File: src/hdl/sfd_pkg.sv
// ---------------------------------------------------------------------------
// sfd_pkg
// Widths, codes, state encoding and control types of the S.BUS frame decoder.
// ---------------------------------------------------------------------------
package sfd_pkg;

  localparam int FRAME_BYTES   = 25;
  localparam int FOOTER_POS    = FRAME_BYTES - 1;
  localparam int LAST_DATA_POS = 22;
  localparam int BYTE_W        = 8;
  localparam int CH_W          = 11;
  localparam int STORE_DEPTH   = 16;
  localparam int IDX_W         = 4;
  localparam int POS_W         = 5;
  localparam int ACC_W         = 18;
  localparam int BITS_W        = 5;
  localparam int FILL_W        = 5;
  localparam int CNT_W         = 16;
  localparam int CFG_AW        = 3;
  localparam int CFG_DW        = 32;

  localparam logic [BYTE_W-1:0] HEADER_RESET = 8'h0F;
  localparam logic [BYTE_W-1:0] FOOTER_RESET = 8'h00;

  // input item commands
  localparam logic CMD_BYTE    = 1'b0;
  localparam logic CMD_RESTART = 1'b1;

  // register select, taken from paddr[2]
  localparam logic REG_HEADER = 1'b0;
  localparam logic REG_FOOTER = 1'b1;

  typedef enum logic [4:0] {
    ST_IDLE   = 5'b00001,
    ST_UNPACK = 5'b00010,
    ST_CHECK  = 5'b00100,
    ST_SEND   = 5'b01000,
    ST_ERR    = 5'b10000
  } sfd_state_t;

  // sequencer -> unpack unit
  typedef struct packed {
    logic               clear;
    logic               take;
    logic [BYTE_W-1:0]  data;
    logic [IDX_W-1:0]   rd_addr;
  } unp_ctl_t;

endpackage

File: src/hdl/sfd_in_if.sv
// ---------------------------------------------------------------------------
// sfd_in_if
// Input channel: one received byte or a restart per item.
// ---------------------------------------------------------------------------
interface sfd_in_if;
  logic                        valid;
  logic                        ready;
  logic                        cmd;
  logic [sfd_pkg::BYTE_W-1:0]  rx_byte;

  modport source (output valid, output cmd, output rx_byte, input ready);
  modport sink   (input valid, input cmd, input rx_byte, output ready);
endinterface

File: src/hdl/sfd_out_if.sv
// ---------------------------------------------------------------------------
// sfd_out_if
// Result channel: one decoded channel or one bad-frame report per item.
// ---------------------------------------------------------------------------
interface sfd_out_if;
  logic                       valid;
  logic                       ready;
  logic                       frame_ok;
  logic [sfd_pkg::IDX_W-1:0]  channel_index;
  logic [sfd_pkg::CH_W-1:0]   channel_value;
  logic [sfd_pkg::CNT_W-1:0]  error_count;
  logic                       last;

  modport source (output valid, output frame_ok, output channel_index,
                  output channel_value, output error_count, output last,
                  input ready);
  modport sink   (input valid, input frame_ok, input channel_index,
                  input channel_value, input error_count, input last,
                  output ready);
endinterface

File: src/hdl/sfd_unpack.sv
// ---------------------------------------------------------------------------
// sfd_unpack
// Shift/extract unit and channel store: packs bytes LSB first, cuts 11-bit
// channels, registered read port for the drain.
// ---------------------------------------------------------------------------
module sfd_unpack (
  input  logic                      clk,
  input  logic                      rst_n,
  input  sfd_pkg::unp_ctl_t         ctl_i,
  output logic [sfd_pkg::CH_W-1:0]  rd_data_o
);
  import sfd_pkg::*;

  logic [ACC_W-1:0]  acc_r,    acc_nxt;
  logic [BITS_W-1:0] bits_r,   bits_nxt;
  logic [FILL_W-1:0] filled_r, filled_nxt;
  logic [ACC_W-1:0]  merged;
  logic [BITS_W-1:0] bits_sum;
  logic              extract;

  logic [CH_W-1:0]   store [STORE_DEPTH];
  logic [CH_W-1:0]   rd_data_r;

  // at most one channel completes per byte: 10 + 8 bits < 22
  always_comb begin
    merged   = acc_r | (ACC_W'(ctl_i.data) << bits_r);
    bits_sum = bits_r + BITS_W'(BYTE_W);
    extract  = (bits_sum >= BITS_W'(CH_W)) && (filled_r < FILL_W'(STORE_DEPTH));

    acc_nxt    = acc_r;
    bits_nxt   = bits_r;
    filled_nxt = filled_r;
    if (ctl_i.clear) begin
      acc_nxt    = '0;
      bits_nxt   = '0;
      filled_nxt = '0;
    end else if (ctl_i.take) begin
      if (extract) begin
        acc_nxt    = merged >> CH_W;
        bits_nxt   = bits_sum - BITS_W'(CH_W);
        filled_nxt = filled_r + FILL_W'(1);
      end else begin
        acc_nxt  = merged;
        bits_nxt = bits_sum;
      end
    end
  end

  always_ff @(posedge clk) begin
    if (!rst_n) begin
      acc_r    <= '0;
      bits_r   <= '0;
      filled_r <= '0;
    end else begin
      acc_r    <= acc_nxt;
      bits_r   <= bits_nxt;
      filled_r <= filled_nxt;
    end
  end

  always_ff @(posedge clk) begin
    if (ctl_i.take && !ctl_i.clear && extract) begin
      store[filled_r[IDX_W-1:0]] <= merged[CH_W-1:0];
    end
    rd_data_r <= store[ctl_i.rd_addr];
  end

  assign rd_data_o = rd_data_r;

endmodule

File: src/hdl/sbus_frame_decoder.sv
// ---------------------------------------------------------------------------
// sbus_frame_decoder
// S.BUS receiver back end: 25-byte frames into sixteen 11-bit channels.
// ---------------------------------------------------------------------------
//  channel | dir | handshake          | payload
//  --------+-----+--------------------+-----------------------------------------
//  in_ch   | in  | valid/ready        | cmd, rx_byte
//  out_ch  | out | valid/ready        | frame_ok, channel_index, channel_value,
//          |     |                    | error_count, last
//  cfg_*   | in  | APB, pready tied 1 | header_value @0x0, footer_value @0x4
//
//  Header, data and flags bytes are taken in IDLE; data bytes 1..22 then pass
//  through the shift/extract unit in UNPACK. After the footer byte comes a
//  CHECK state, then a drain of NUM_CHANNELS items (one store read per cycle),
//  or a single error item. in_ch.ready is high only in IDLE; the output
//  register lets IDLE take the next byte while the last result still waits.
//  Output stalls hold the drain; rst_n is synchronous, active low.
// ---------------------------------------------------------------------------
module sbus_frame_decoder #(
  parameter int NUM_CHANNELS = 16
) (
  input  logic                           clk,
  input  logic                           rst_n,
  sfd_in_if.sink                         in_ch,
  sfd_out_if.source                      out_ch,
  input  logic                           cfg_psel,
  input  logic                           cfg_penable,
  input  logic                           cfg_pwrite,
  input  logic [sfd_pkg::CFG_AW-1:0]     cfg_paddr,
  input  logic [sfd_pkg::CFG_DW-1:0]     cfg_pwdata,
  output logic [sfd_pkg::CFG_DW-1:0]     cfg_prdata,
  output logic                           cfg_pready
);
  import sfd_pkg::*;

  localparam logic [IDX_W-1:0] LAST_IDX = IDX_W'(NUM_CHANNELS - 1);

  sfd_state_t        state_r, state_nxt;
  logic [POS_W-1:0]  pos_r, pos_nxt;
  logic              hunting_r, hunting_nxt;
  logic              hdr_ok_r, hdr_ok_nxt;
  logic [BYTE_W-1:0] rx_r, rx_nxt;
  logic [BYTE_W-1:0] header_r, footer_r;
  logic [CNT_W-1:0]  err_cnt_r, err_cnt_nxt;
  logic [IDX_W-1:0]  idx_r, idx_nxt;

  // output register
  logic              out_valid_r, out_valid_nxt;
  logic              out_ok_r, out_ok_nxt;
  logic [IDX_W-1:0]  out_idx_r, out_idx_nxt;
  logic [CH_W-1:0]   out_val_r, out_val_nxt;
  logic [CNT_W-1:0]  out_cnt_r, out_cnt_nxt;
  logic              out_last_r, out_last_nxt;

  logic              in_accept;
  logic              out_free;
  logic              cfg_wr;
  unp_ctl_t          unp_ctl;
  logic [CH_W-1:0]   rd_data;

  assign in_ch.ready = (state_r == ST_IDLE);
  assign in_accept   = in_ch.valid && in_ch.ready;
  assign out_free    = !out_valid_r || out_ch.ready;

  // ---- configuration port ----
  assign cfg_pready = 1'b1;
  assign cfg_wr     = cfg_psel && cfg_penable && cfg_pwrite;
  assign cfg_prdata = (cfg_paddr[2] == REG_FOOTER) ? CFG_DW'(footer_r) : CFG_DW'(header_r);

  always_ff @(posedge clk) begin
    if (!rst_n) begin
      header_r <= HEADER_RESET;
      footer_r <= FOOTER_RESET;
    end else if (cfg_wr) begin
      if (cfg_paddr[2] == REG_FOOTER) begin
        footer_r <= cfg_pwdata[BYTE_W-1:0];
      end else begin
        header_r <= cfg_pwdata[BYTE_W-1:0];
      end
    end
  end

  // ---- sequencer ----
  always_comb begin
    state_nxt     = state_r;
    pos_nxt       = pos_r;
    hunting_nxt   = hunting_r;
    hdr_ok_nxt    = hdr_ok_r;
    rx_nxt        = rx_r;
    err_cnt_nxt   = err_cnt_r;
    idx_nxt       = idx_r;

    out_valid_nxt = out_valid_r && !out_ch.ready;
    out_ok_nxt    = out_ok_r;
    out_idx_nxt   = out_idx_r;
    out_val_nxt   = out_val_r;
    out_cnt_nxt   = out_cnt_r;
    out_last_nxt  = out_last_r;

    unp_ctl.clear   = 1'b0;
    unp_ctl.take    = 1'b0;
    unp_ctl.data    = rx_r;
    unp_ctl.rd_addr = idx_r;

    unique case (state_r)
      ST_IDLE: begin
        if (in_accept) begin
          rx_nxt = in_ch.rx_byte;
          if (in_ch.cmd == CMD_RESTART) begin
            // line gap or UART error: restart framing, keep count and store
            pos_nxt       = '0;
            hunting_nxt   = 1'b0;
            hdr_ok_nxt    = 1'b0;
            unp_ctl.clear = 1'b1;
          end else if (!hunting_r) begin
            if (pos_r == '0) begin
              hdr_ok_nxt    = (in_ch.rx_byte == header_r);
              unp_ctl.clear = 1'b1;
              pos_nxt       = pos_r + POS_W'(1);
            end else if (pos_r <= POS_W'(LAST_DATA_POS)) begin
              pos_nxt   = pos_r + POS_W'(1);
              state_nxt = ST_UNPACK;
            end else if (pos_r == POS_W'(FOOTER_POS)) begin
              state_nxt = ST_CHECK;
            end else begin
              pos_nxt = pos_r + POS_W'(1);   // flags byte, unused
            end
          end
        end
      end
      ST_UNPACK: begin
        unp_ctl.take = 1'b1;
        state_nxt    = ST_IDLE;
      end
      ST_CHECK: begin
        // all 176 data bits always fill the 16 channels by byte 22
        pos_nxt    = '0;
        hdr_ok_nxt = 1'b0;
        if (hdr_ok_r && (rx_r == footer_r)) begin
          idx_nxt         = '0;
          unp_ctl.rd_addr = '0;
          state_nxt       = ST_SEND;
        end else begin
          err_cnt_nxt = err_cnt_r + CNT_W'(1);
          hunting_nxt = 1'b1;
          state_nxt   = ST_ERR;
        end
      end
      ST_SEND: begin
        if (out_free) begin
          out_valid_nxt = 1'b1;
          out_ok_nxt    = 1'b1;
          out_idx_nxt   = idx_r;
          out_val_nxt   = rd_data;
          out_cnt_nxt   = err_cnt_r;
          out_last_nxt  = (idx_r == LAST_IDX);
          if (idx_r == LAST_IDX) begin
            state_nxt = ST_IDLE;
          end else begin
            // prefetch the next channel so the drain runs one per cycle while the output is not stalled
            idx_nxt         = idx_r + IDX_W'(1);
            unp_ctl.rd_addr = idx_r + IDX_W'(1);
          end
        end
      end
      ST_ERR: begin
        if (out_free) begin
          out_valid_nxt = 1'b1;
          out_ok_nxt    = 1'b0;
          out_idx_nxt   = '0;
          out_val_nxt   = '0;
          out_cnt_nxt   = err_cnt_r;
          out_last_nxt  = 1'b1;
          state_nxt     = ST_IDLE;
        end
      end
      default: begin
        state_nxt = ST_IDLE;
      end
    endcase
  end

  always_ff @(posedge clk) begin
    if (!rst_n) begin
      state_r     <= ST_IDLE;
      pos_r       <= '0;
      hunting_r   <= 1'b0;
      hdr_ok_r    <= 1'b0;
      err_cnt_r   <= '0;
      idx_r       <= '0;
      out_valid_r <= 1'b0;
    end else begin
      state_r     <= state_nxt;
      pos_r       <= pos_nxt;
      hunting_r   <= hunting_nxt;
      hdr_ok_r    <= hdr_ok_nxt;
      err_cnt_r   <= err_cnt_nxt;
      idx_r       <= idx_nxt;
      out_valid_r <= out_valid_nxt;
    end
  end

  always_ff @(posedge clk) begin
    rx_r       <= rx_nxt;
    out_ok_r   <= out_ok_nxt;
    out_idx_r  <= out_idx_nxt;
    out_val_r  <= out_val_nxt;
    out_cnt_r  <= out_cnt_nxt;
    out_last_r <= out_last_nxt;
  end

  sfd_unpack u_unpack (
    .clk       (clk),
    .rst_n     (rst_n),
    .ctl_i     (unp_ctl),
    .rd_data_o (rd_data)
  );

  assign out_ch.valid         = out_valid_r;
  assign out_ch.frame_ok      = out_ok_r;
  assign out_ch.channel_index = out_idx_r;
  assign out_ch.channel_value = out_val_r;
  assign out_ch.error_count   = out_cnt_r;
  assign out_ch.last          = out_last_r;

endmodule

File: src/flat_wrapper.sv
// flat-port wrapper written by rule: the top's interface ports become plain ports
module sbus_frame_decoder_flat import sfd_pkg::*;
#(
  parameter int NUM_CHANNELS = 16
)
  (clk, rst_n, cfg_psel, cfg_penable, cfg_pwrite, cfg_paddr, cfg_pwdata, cfg_prdata, cfg_pready, in_ch_valid, in_ch_cmd, in_ch_rx_byte, in_ch_ready, out_ch_valid, out_ch_frame_ok, out_ch_channel_index, out_ch_channel_value, out_ch_error_count, out_ch_last, out_ch_ready);
  sfd_in_if in_ch_i ();
  sfd_out_if out_ch_i ();
  input  logic clk;
  input  logic rst_n;
  input  logic cfg_psel;
  input  logic cfg_penable;
  input  logic cfg_pwrite;
  input  logic [sfd_pkg::CFG_AW-1:0] cfg_paddr;
  input  logic [sfd_pkg::CFG_DW-1:0] cfg_pwdata;
  output logic [sfd_pkg::CFG_DW-1:0] cfg_prdata;
  output logic cfg_pready;
  input wire logic [$bits(in_ch_i.valid)-1:0] in_ch_valid;
  input wire logic [$bits(in_ch_i.cmd)-1:0] in_ch_cmd;
  input wire logic [$bits(in_ch_i.rx_byte)-1:0] in_ch_rx_byte;
  output wire logic [$bits(in_ch_i.ready)-1:0] in_ch_ready;
  output wire logic [$bits(out_ch_i.valid)-1:0] out_ch_valid;
  output wire logic [$bits(out_ch_i.frame_ok)-1:0] out_ch_frame_ok;
  output wire logic [$bits(out_ch_i.channel_index)-1:0] out_ch_channel_index;
  output wire logic [$bits(out_ch_i.channel_value)-1:0] out_ch_channel_value;
  output wire logic [$bits(out_ch_i.error_count)-1:0] out_ch_error_count;
  output wire logic [$bits(out_ch_i.last)-1:0] out_ch_last;
  input wire logic [$bits(out_ch_i.ready)-1:0] out_ch_ready;
  assign in_ch_i.valid = in_ch_valid;
  assign in_ch_i.cmd = in_ch_cmd;
  assign in_ch_i.rx_byte = in_ch_rx_byte;
  assign in_ch_ready = in_ch_i.ready;
  assign out_ch_valid = out_ch_i.valid;
  assign out_ch_frame_ok = out_ch_i.frame_ok;
  assign out_ch_channel_index = out_ch_i.channel_index;
  assign out_ch_channel_value = out_ch_i.channel_value;
  assign out_ch_error_count = out_ch_i.error_count;
  assign out_ch_last = out_ch_i.last;
  assign out_ch_i.ready = out_ch_ready;
  sbus_frame_decoder #(.NUM_CHANNELS(NUM_CHANNELS)) u_core (.clk(clk), .rst_n(rst_n), .in_ch(in_ch_i), .out_ch(out_ch_i), .cfg_psel(cfg_psel), .cfg_penable(cfg_penable), .cfg_pwrite(cfg_pwrite), .cfg_paddr(cfg_paddr), .cfg_pwdata(cfg_pwdata), .cfg_prdata(cfg_prdata), .cfg_pready(cfg_pready));
endmodule
File: config.mk
export PLATFORM = sky130hd
export DESIGN_NAME = sbus_frame_decoder_flat
export DESIGN_NICKNAME = d
export VERILOG_FILES = /design/src/hdl/sfd_pkg.sv /design/src/hdl/sfd_in_if.sv /design/src/hdl/sfd_out_if.sv /design/src/hdl/sfd_unpack.sv /design/src/hdl/sbus_frame_decoder.sv /design/src/flat_wrapper.sv
export SDC_FILE = /design/constraint.sdc
export NUM_CORES = 1
export LEC_CHECK = 0
export BUFFER_PORTS_ARGS = -buffer_cell sky130_fd_sc_hd__buf_2
export CORE_MARGIN = 8
export CORE_UTILIZATION = 38
export DETAILED_ROUTE_END_ITERATION = 16
export PLACE_DENSITY = 0.66
export SYNTH_ARGS = -nofsm -noshare
export SYNTH_HDL_FRONTEND = slang
export SYNTH_SLANG_ARGS = --single-unit
File: constraint.sdc
create_clock -name clk -period 6.1 [get_ports clk]
set_input_delay 1.22 -clock clk [delete_from_list [all_inputs] [get_ports clk]]
set_output_delay 1.22 -clock clk [all_outputs]
set_load 0.005 [all_outputs]
## Yosys cells after proc, flatten, opt, wreduce, memory -nomap -nowiden

Memory sizes are Yosys's and may differ from the RTL's. A register that Yosys moved wholly into a read port is not among the register bits.
Index checks and enable logic that the tools add are counted.

| cells by class | value |
|---|---|
| $add $sub $neg | 6 |
| magnitude comparators | 3 |
| reduce and logical (&&, ||, !) cells | 28 |
| shift-type cells | 1 |
| muxes and demuxes | 55 |
| equal/unequal tests | 22 |
| bitwise operators | 4 |

Operators by type and width:

| cell | count |
|---|---|
| two-way mux 5 bit | 17 |
| two-way mux 11 bit | 2 |
| one-hot mux 11 bit (2 select lines) | 1 |
| two-way mux 1 bit | 20 |
| two-way mux 4 bit | 5 |
| one-hot mux 5 bit (4 select lines) | 1 |
| two-way mux 18 bit | 1 |
| bitwise OR 18 bit | 1 |
| left shift 8 x 5 -> 18 bit | 1 |
| adder 16 x 1 -> 16 bit (second input constant) | 1 |
| equality test 8 bit | 2 |
| one-hot mux 4 bit (2 select lines) | 2 |
| != test 2 bit (second input constant) | 6 |
| AND reduction 2 bit | 6 |
| AND reduction 4 bit | 3 |
| adder 5 x 1 -> 5 bit (second input constant) | 2 |
| equality test 5 bit (second input constant) | 2 |
| one-hot mux 5 bit (2 select lines) | 1 |
| != test 3 bit (second input constant) | 3 |
| logical AND 1 bit | 8 |
| two-way mux 8 bit | 1 |
| one-hot mux 1 bit (2 select lines) | 4 |
| AND reduction 8 bit | 1 |
| != test 2 x 1 -> 1 bit (second input constant) | 3 |
| other kinds (19) | 25 |

| storage, ports and cells | value |
|---|---|
| word-level logic and storage cells | 138 |
| memory bits (writable) | 176 |
| output and inout port bits | 68 |
| input port bits | 51 |
| register bits | 118 |
| memories kept | 1 |

Memories:

| memory | depth | bits a word | rd ports | clocked after memory_dff | write ports | RTL line | text |
|---|---|---|---|---|---|---|---|
| u_core.u_unpack.store | 16 | 11 | 1 | 1 | 1 | sfd_unpack.sv:21 | `logic [CH_W-1:0] store [STORE_DEPTH];` |

## Logic depth before layout (Yosys ltp)

Gate-level depths: netlist of the first run.

| logic depth | value |
|---|---|
| depth in word-level cells | 11 |
| gate-level depth with buffers | 10 |
| gate-level depth less buffers | 9 |

## Modules after synthesis

Synthesis of the first run repeated with hierarchy kept, for this count alone.

| second synthesis, totals | value |
|---|---|
| cells, all modules | 901 |
| area total of the unflattened synthesis | 12933.7 µm² |

Modules (own cells, without submodules):

| module | cells each | instances | area an instance (µm²) | seq. area each (µm²) |
|---|---|---|---|---|
| sfd_unpack | 494 | 1 | 8745.9 | 6065.8 |
| sbus_frame_decoder | 407 | 1 | 4187.8 | 2212.1 |

## Worst setup path after synthesis of the first run

Ideal clock, no wire load.

| timing | value |
|---|---|
| path type | flip-flop to flip-flop |
| start | reg u_core.u_unpack.bits_r[3] |
| end | mem u_core.u_unpack.store[3][0] (enable) |
| required time | 5.692 ns |
| buffers on the path | 1 |
| arrival | 2.807 ns |
| clock period less this slack | 3.215 ns |
| path slack | 2.885 ns |
| setup time | 0.408 ns |
| stages on the path, launching flop included | 8 |
| path through | dfxtp_1 buf_1 inv_1 ha_1 a221oi_1 nor3_1 nand2_1 nor4_1 |

| on the way | value |
|---|---|
| cells in the longest elaborated chain, start to end | 6 |

RTL lines:

| what | RTL line | text |
|---|---|---|
| from (decl) | sfd_unpack.sv:15 | `logic [BITS_W-1:0] bits_r, bits_nxt;` |
| from (signal assigned) | sfd_unpack.sv:56 | `bits_r <= bits_nxt;` |
| adder 5 x 4 -> 5 bit | sfd_unpack.sv:27 | `bits_sum = bits_r + BITS_W'(BYTE_W);` |
| >= comparator 5 x 4 -> 1 bit | sfd_unpack.sv:28 | `extract = (bits_sum >= BITS_W'(CH_W)) && (filled_r < FILL_W'(STORE_DEPTH));` |
| logical AND 1 bit | sfd_unpack.sv:28 |  |
| logical AND 1 bit | sfd_unpack.sv:62 | `if (ctl_i.take && !ctl_i.clear && extract) begin` |
| two-way mux 1 bit | sfd_unpack.sv:62 |  |
| two-way mux 1 bit (implied by the code) | sfd_unpack.sv:63 | `store[filled_r[IDX_W-1:0]] <= merged[CH_W-1:0];` |
| to (decl) | sfd_unpack.sv:21 |  |

No other way between the ends.

## Worst setup path after layout of the first run

| timing | value |
|---|---|
| start | reg u_core.idx_r[0] |
| end | reg u_core.u_unpack.rd_data_r[8], in the netlist u_core.u_unpack.rd_data_o[8], read port of u_core.u_unpack.store |

| on the way | value |
|---|---|
| cells in the longest elaborated chain, start to end | 4 |
| elaborated cells on any way between the ends | 6 |
| classes of those cells | add/sub (1); eq/ne (1); mux (4) |

RTL lines:

| what | RTL line | text |
|---|---|---|
| from (decl) | sbus_frame_decoder.sv:45 | `logic [IDX_W-1:0] idx_r, idx_nxt;` |
| from (signal assigned) | sbus_frame_decoder.sv:198 | `idx_r <= idx_nxt;` |
| adder 4 x 1 -> 4 bit or equality test 4 bit (tied branches) | sbus_frame_decoder.sv:162, sbus_frame_decoder.sv:157 |  |
| two-way mux 4 bit | sbus_frame_decoder.sv:157 | `if (idx_r == LAST_IDX) begin` |
| two-way mux 4 bit | - |  |
| one-hot mux 4 bit (2 select lines) (*) | sbus_frame_decoder.sv:105 | `unique case (state_r)` |
| to (decl) | sfd_unpack.sv:22 | `logic [CH_W-1:0] rd_data_r;` |

Mark *: on every way between the ends. The rest lies on a longest branch, timed or not.
A chain may end at the register's enable or synchronous reset.

==> flow_summary_export.csv, run 1 <==
group,metric,value,unit
logic_synthesis,syn_area_per_cell,12.6,um^2
floorplan,die_area,0.0427,mm^2
final_layout,fin_cells,1648,
logic_synthesis,yosysWarnings,0,
logic_synthesis,netlist_area,0.0138,mm^2
clocking,numCtsBuffers,31,
route,postRouteAntennaNets,0,
timing,finalHoldViolCount,0,
run,maxCapViolations,0,
timing,min_period,3.91,ns
floorplan,ios,119,
setup_path,startpoint_type,"register",
logic_synthesis,yosysSeqAreaShare,60.0,%
logic_synthesis,synth-async-reset-ratio,0,%
floorplan,rows,70,
timing,rsz0062_at_grt,"false",
setup_path,critPathKind,"register to register",
clocking,ctsHoldBuffers,0,
clocking,cts.sinks,305,
timing,setup_ws,2.19,ns
floorplan,core_area,0.0362,mm^2
timing,tns,0,ns
logic_synthesis,synth-simple-area-share,12.1,%
setup_path,crit_path_end_kind,"register",
clocking,cts_tree,"done",
route,vias_per_cell,5.26,
global_routing,grt-ovfl-total,0,
floorplan,die_h,207,um
timing,worst_pin_slew,1.14,ns
final_layout,fin_nets,1217,
clocking,path_clk_slew,0.06,ns
clocking,post-cts-setup-buffers,0,
final_layout,fin_area,0.0154,mm^2
logic_synthesis,synth-edff-count,217,
global_routing,grt_max_degree,46,
status,outcome,"finished clean",
placement,hpwl,20.6,mm
logic_synthesis,synth_top_family_by_area,"simple AND/OR/NAND/NOR gates",
logic_synthesis,synth_top_flop_cell,"edfxtp_1",
logic_synthesis,synth_top_area_share,47.2,%
worst_hold_path,holdCritPathClass,"register to register",
power,ir_worst_vdd,0.000199,V
logic_synthesis,synth_mux_area_share,8.82,%
global_routing,grt_pass1_wl,48.7,mm
global_routing,antenna_found_initial,0,
route,drt-wirelength-per-cell,19.0,um
clocking,root_buffer,"clkbuf_16",
placement,post-place-ws,2.04,ns
timing,maxSlewHeadroom,23.5,%
timing,drv_slew,0,
timing,finalSetupViolCount,0,
route,first_iter_violations,553,
final_layout,num_antenna_cells,0,
logic_synthesis,synth.largest_area_cell,"edfxtp_1",
setup_path,worst-endpoint-arrival,4.31,ns
final_layout,drive_above_1_share,16.7,%
placement,gp_congestion,0.795,
global_routing,track_usage,14.5,%
logic_synthesis,postSynthCellCount,1099,
clocking,cts_resized,0,
route,drcViolationCount,0,
power,p_per_area,288,mW/mm^2
timing,fmax,0.256,GHz
logic_synthesis,synthDistinctLibCells,68,
timing,fin_crit_sh,64.1,%
placement,placedInstanceArea,0.0145,mm^2
clocking,clk_latency,0.56,ns
power,p_leak,5.67,nW
logic_synthesis,synth_adder_area_share,0.997,%
placement,dp_cells,1590,
placement,portBuffers,67,
route,drtPass1Iterations,5,
floorplan,die_w,207,um
floorplan,initial_core_util,38.1,%
final_layout,fin_util,42.7,%
clocking,cts_buffer_depth,3,
setup_path,crit_required,6.51,ns
logic_synthesis,synth_compound_area_share,11.3,%
timing,finClkSkew,0.0219,ns
clocking,htreeDepth,1,
setup_path,crit_fanout,35,
logic_synthesis,synth_seq_cells,305,
route,finalWirelength,31.4,mm
global_routing,grt_pass1_vias,8575,
final_layout,syn2layout_area_growth,11.9,%
logic_synthesis,synth_area_leaders,"edfxtp_1 47%, dfxtp_1 13%, mux2i_1 4.9%, and2_1 3.3%, mux2_2 3.3%",
logic_synthesis,synth_xor_area_share,2.67,%
route,num_vias,8661,
where the power goes:
part           switching (mW)  leakage [nW]  internal [mW]
clock                   0.763         0.481           1.05
combinational           0.226          2.48         0.0904
sequential             0.0289          2.71           2.29
flip-flops by register name, indices dropped and copies added (netlist names), 8 cells and up:
signal,count
u_core.err_cnt_r,16
u_core.u_unpack.acc_r,18
u_core.footer_r,8
u_core.out_ch.channel_value,11
u_core.rx_r,8
u_core.out_ch.error_count,16
u_core.header_r,8
u_core.u_unpack.store,176
u_core.u_unpack.rd_data_o,11
cells by family (layout without fill, tap and decap cells):
group / Yosys count / count (layout)
muxes: 115 / 115
DFF: 305 / 305
adders and majority gates: 11 / 11
other: 2 / 25
AOI/OAI and AO/OA: 217 / 217
xor gates and xnor gates: 42 / 42
buffers and inverters: 100 / 158
and+or+nand+nor: 307 / 307
final cells by class:
class | instances | area, um^2
repair buffers | 86 | 478
clock buffers | 42 | 847
fillers | 3311 | 20700
multi-input cells | 717 | 5060
well taps | 468 | 586
clock inverters | 16 | 130
flip-flops and latches | 305 | 8280
inverters | 14 | 52.6
worst max-delay path, stage by stage (launching register included):
cell and delay (ns):
dfxtp_2 0.80, ha_1 0.37, nand3_1 0.21, nand4_2 0.33, nor2_1 0.12, a31oi_4 0.91
buf_4 0.39, mux2i_1 0.22, o22a_1 0.22, nand4_1 0.15
through the flow:
| stage | hold slack, ns | power, mW |
|---|---|---|
| after floorplan | 0.429 | 2.57 |
| after global placement | 0.442 | 2.67 |
| after detailed placement | 0.453 | 2.68 |
| after CTS | 0.467 | 4.47 |
| after global routing | 0.481 | 4.59 |
| final | 0.471 | 4.45 |
synthesized netlist by cell type, types with 5 or more instances:
cell and number:
mux2_1 6, a21boi_0 16, a21oi_1 50, nand4_1 19, inv_1 14, nand2_1 67
clkbuf_1 38, and2_1 72, o211a_1 9, buf_6 5, dfxtp_1 88, buf_4 25
xnor2_1 24, o22a_1 11, a21o_1 12, o21ai_0 16, mux2_2 40, and3_1 10
mux2i_1 67, buf_2 13, a211oi_1 53, nor4_1 5, a22oi_1 26, xor2_1 18
ha_1 11, nand2b_1 9, nand3_1 20, nor2b_1 13, edfxtp_1 217, nor2_1 46
nor3_1 20
path summary, 6_finish.rpt:
kind | to | slack, ns | depth (start not counted) | startpoint
max | u_core.u_unpack.rd_data_o[8]$_DFF_P_ | 2.19 | 9 | u_core.idx_r[0]$_SDFF_PN0_
min | u_core.out_ch.error_count[15]$_DFFE_PP_ | 0.47 | 0 | u_core.err_cnt_r[15]$_SDFFE_PN0P_
max reg2reg | u_core.u_unpack.rd_data_o[8]$_DFF_P_ | 2.19 | 9 | u_core.idx_r[0]$_SDFF_PN0_
min reg2reg | u_core.out_ch.error_count[15]$_DFFE_PP_ | 0.47 | 0 | u_core.err_cnt_r[15]$_SDFFE_PN0P_
placed cells by master (no fill, tap or decap), drive strengths merged, types with 16 or more instances in the layout:
master / Yosys / routed
a21boi: 16 / 16
dfxtp: 88 / 88
xnor2: 24 / 24
a21oi: 50 / 50
conb: 2 / 25
nand4: 21 / 21
edfxtp: 217 / 217
a22oi: 26 / 26
nand3: 21 / 21
mux2: 47 / 47
nor2: 46 / 46
mux2i: 68 / 68
nor3: 21 / 21
and2: 73 / 73
xor2: 18 / 18
nand2: 67 / 67
o21ai: 16 / 16
buf: 48 / 86
clkbuf: 38 / 42
a211oi: 53 / 53
routing by layer:
layer	track usage, %	wire [um]	vias up
met5	0	0	-
li1	-	-	4160
met1	19.3	14200	4245
met3	1.61	1450	40
met2	25.0	15300	216
met4	3.26	446	0
(Power assumes the default switching activity.)
==> run 2, diff against run 1 <==
--- a/config.mk
+++ b/config.mk
@@ -9,7 +9,7 @@
 export CORE_MARGIN = 8
 export CORE_UTILIZATION = 38
 export DETAILED_ROUTE_END_ITERATION = 16
-export PLACE_DENSITY = 0.66
+export PLACE_DENSITY = 0.68
 export SYNTH_ARGS = -nofsm -noshare
 export SYNTH_HDL_FRONTEND = slang
 export SYNTH_SLANG_ARGS = --single-unit
==> constraint.sdc (replaced) <==
create_clock -name clk -period 3.4 [get_ports clk]
set_input_delay 0.68 -clock clk [delete_from_list [all_inputs] [get_ports clk]]
set_output_delay 0.68 -clock clk [all_outputs]
set_load 0.005 [all_outputs]
==> run 2 against run 1 <==
  * Clock skew hardly changed
  * Worst setup slack worse by 1.7 ns
  * Worst hold slack worse by 0.082 ns
  * Critical endpoint is now u_core.u_unpack.rd_data_o[10]$_DFF_P_
  * Via count is 2.3% higher
  * Design area is 1.4% higher
==> flow_summary_export.csv, run 2 (synthesis results as in run 1) <==
group,metric,value,unit
setup_path,cp_slowest_stage_delay,0.44,ns
setup_path,r2r_slack,0.46,ns
global_routing,grt_pass1_vias,8948,
floorplan,die_h,207,um
timing,timing.hold.ws,0.389,ns
timing,tns,0,ns
timing,drv_slew,0,
worst_hold_path,worstHoldStart,"in_ch_rx_byte[3]",
placement,dp_cells,1607,
timing,min_period,2.94,ns
global_routing,grt-ovfl-total,0,
clocking,cts.sinks,305,
route,drcViolationCount,0,
clocking,clk_latency,0.52,ns
timing,fin_crit_sh,86.6,%
final_layout,largest_reg_flops,176,
setup_path,crit_fanout,45,
final_layout,fin_nets,1237,
global_routing,track_usage,14.6,%
timing,worst_pin_slew,0.773,ns
clocking,path_clk_slew,0.06,ns
final_layout,drive_above_1_share,18.2,%
placement,placedInstanceArea,0.0146,mm^2
final_layout,layout_commonest_cell,"edfxtp_1",
floorplan,rows,70,
placement,post-place-ws,0.399,ns
setup_path,crit_family,"simple AND/OR/NAND/NOR gates",
worst_hold_path,holdCritPathClass,"input pin to register",
clocking,cts_buffer_depth,3,
final_layout,final_cell_mix,"217 x edfxtp_1, 87 x dfxtp_1, 72 x and2_1",
final_layout,fin_cells,1668,
timing,maxSlewHeadroom,48.5,%
setup_path,crit_required,3.75,ns
floorplan,die_area,0.0427,mm^2
setup_path,r2r-end,"u_core.u_unpack.rd_data_o[10]$_DFF_P_",
setup_path,worstRegToRegCells,9,
setup_path,worst-endpoint-arrival,3.29,ns
power,ir_worst_vdd,0.000278,V
worst_hold_path,whs_path_depth,1,
worst_hold_path,worstHoldEndpoint,"u_core.rx_r[3]$_DFFE_PP_",
clocking,root_buffer,"clkbuf_16",
placement,gp_congestion,0.794,
timing,finClkSkew,0.0222,ns
route,postRouteAntennaNets,0,
setup_path,cp_slowest_cell,"dfxtp_1",
global_routing,grt_max_degree,46,
status,outcome,"finished clean",
timing,fmax,0.340,GHz
clocking,cts_tree,"done",
timing,setup_ws,0.455,ns
setup_path,worstReg2RegStart,"u_core.idx_r[1]$_SDFF_PN0_",
route,num_vias,8863,
route,vias_per_cell,5.31,
power,p_total,8.19,mW
setup_path,crit_chain,"ha_1, nand3_1, nand4_2, nor2_1, a31oi_4, buf_12, mux2_1, a21oi_1, nand4_1",
final_layout,num_antenna_cells,0,
route,finalWirelength,31.7,mm
global_routing,grt_pass1_wl,48.9,mm
final_layout,nFillCells,3259,
clocking,numCtsBuffers,34,
clocking,post-cts-setup-buffers,0,
final_layout,fin_util,43.3,%
power,p_leak,5.81,nW
setup_path,critPathKind,"register to register",
placement,portBuffers,67,
floorplan,initial_core_util,38.1,%
floorplan,core_area,0.0362,mm^2
route,first_iter_violations,549,
clocking,cts_resized,0,
timing,finalSetupViolCount,0,
global_routing,antenna_found_initial,0,
timing,rsz0062_at_grt,"false",
route,drtPass1Iterations,5,
run,maxCapViolations,0,
final_layout,syn2layout_area_growth,13.5,%
power,p_per_area,523,mW/mm^2
setup_path,critPathBufInv,1,
timing,finalHoldViolCount,0,
setup_path,crit_path_end_kind,"register",
final_layout,fin_area,0.0157,mm^2
setup_path,startpoint_type,"register",
floorplan,ios,119,
clocking,ctsHoldBuffers,0,
placement,hpwl,20.6,mm
route,drt-wirelength-per-cell,19.0,um
clocking,htreeDepth,2,
floorplan,die_w,207,um
[run 2: area by class of cell]
class | count | area (um^2) | share of cell area [%]
Multi-Input combinational cell | 717 | 5050 | 32.3
Timing Repair Buffer | 103 | 631 | 4.03
Tap cell | 468 | 586 | 3.74
Sequential cell | 305 | 8280 | 52.9
Clock buffer | 44 | 928 | 5.93
Inverter | 14 | 52.6 | 0.336
Clock inverter | 17 | 128 | 0.815
[run 2: how the worst max path moves through the flow]
stage	startpoint	to	slack, ns	cells past startpoint
2_1_floorplan	u_core.u_unpack.bits_r[3]$_SDFFE_PP0N_	u_core.u_unpack.store[3][0]$_DFFE_PP_	0.18	7
3_3_place_gp	out_ch_ready	u_core.u_unpack.rd_data_o[9]$_DFF_P_	0.44	8
3_5_place_dp	out_ch_ready	u_core.u_unpack.rd_data_o[9]$_DFF_P_	0.40	8
4_1_cts	u_core.idx_r[1]$_SDFF_PN0_	u_core.u_unpack.rd_data_o[1]$_DFF_P_	0.48	9
5_1_grt	u_core.idx_r[1]$_SDFF_PN0_	u_core.u_unpack.rd_data_o[10]$_DFF_P_	0.26	9
6_report	u_core.idx_r[1]$_SDFF_PN0_	u_core.u_unpack.rd_data_o[10]$_DFF_P_	0.46	9
[run 2: per-layer routing]
layer,wire (um),GRT usage (%),vias to the layer above,share of wire (%)
li1,-,-,4195,-
met1,13500,18.3,4380,43
met2,15600,25.1,238,49
met3,1890,2.40,50,6.0
met4,771,5.06,0,2.4
met5,0,0,-,0
[run 2: worst register-to-register path, cell delays in order, from the launching register on]
cell and delay, ns:
dfxtp_1 0.44, ha_1 0.32, nand3_1 0.23, nand4_2 0.39, nor2_1 0.13, a31oi_4 0.18
buf_12 0.30, mux2_1 0.38, a21oi_1 0.23, nand4_1 0.17
[run 2: report_power, final]
part | leakage, nW | internal (mW) | switching [mW]
clock | 0.527 | 2.01 | 1.43
combinational | 2.58 | 0.176 | 0.408
sequential | 2.71 | 4.11 | 0.0517
total | 5.81 | 6.30 | 1.89
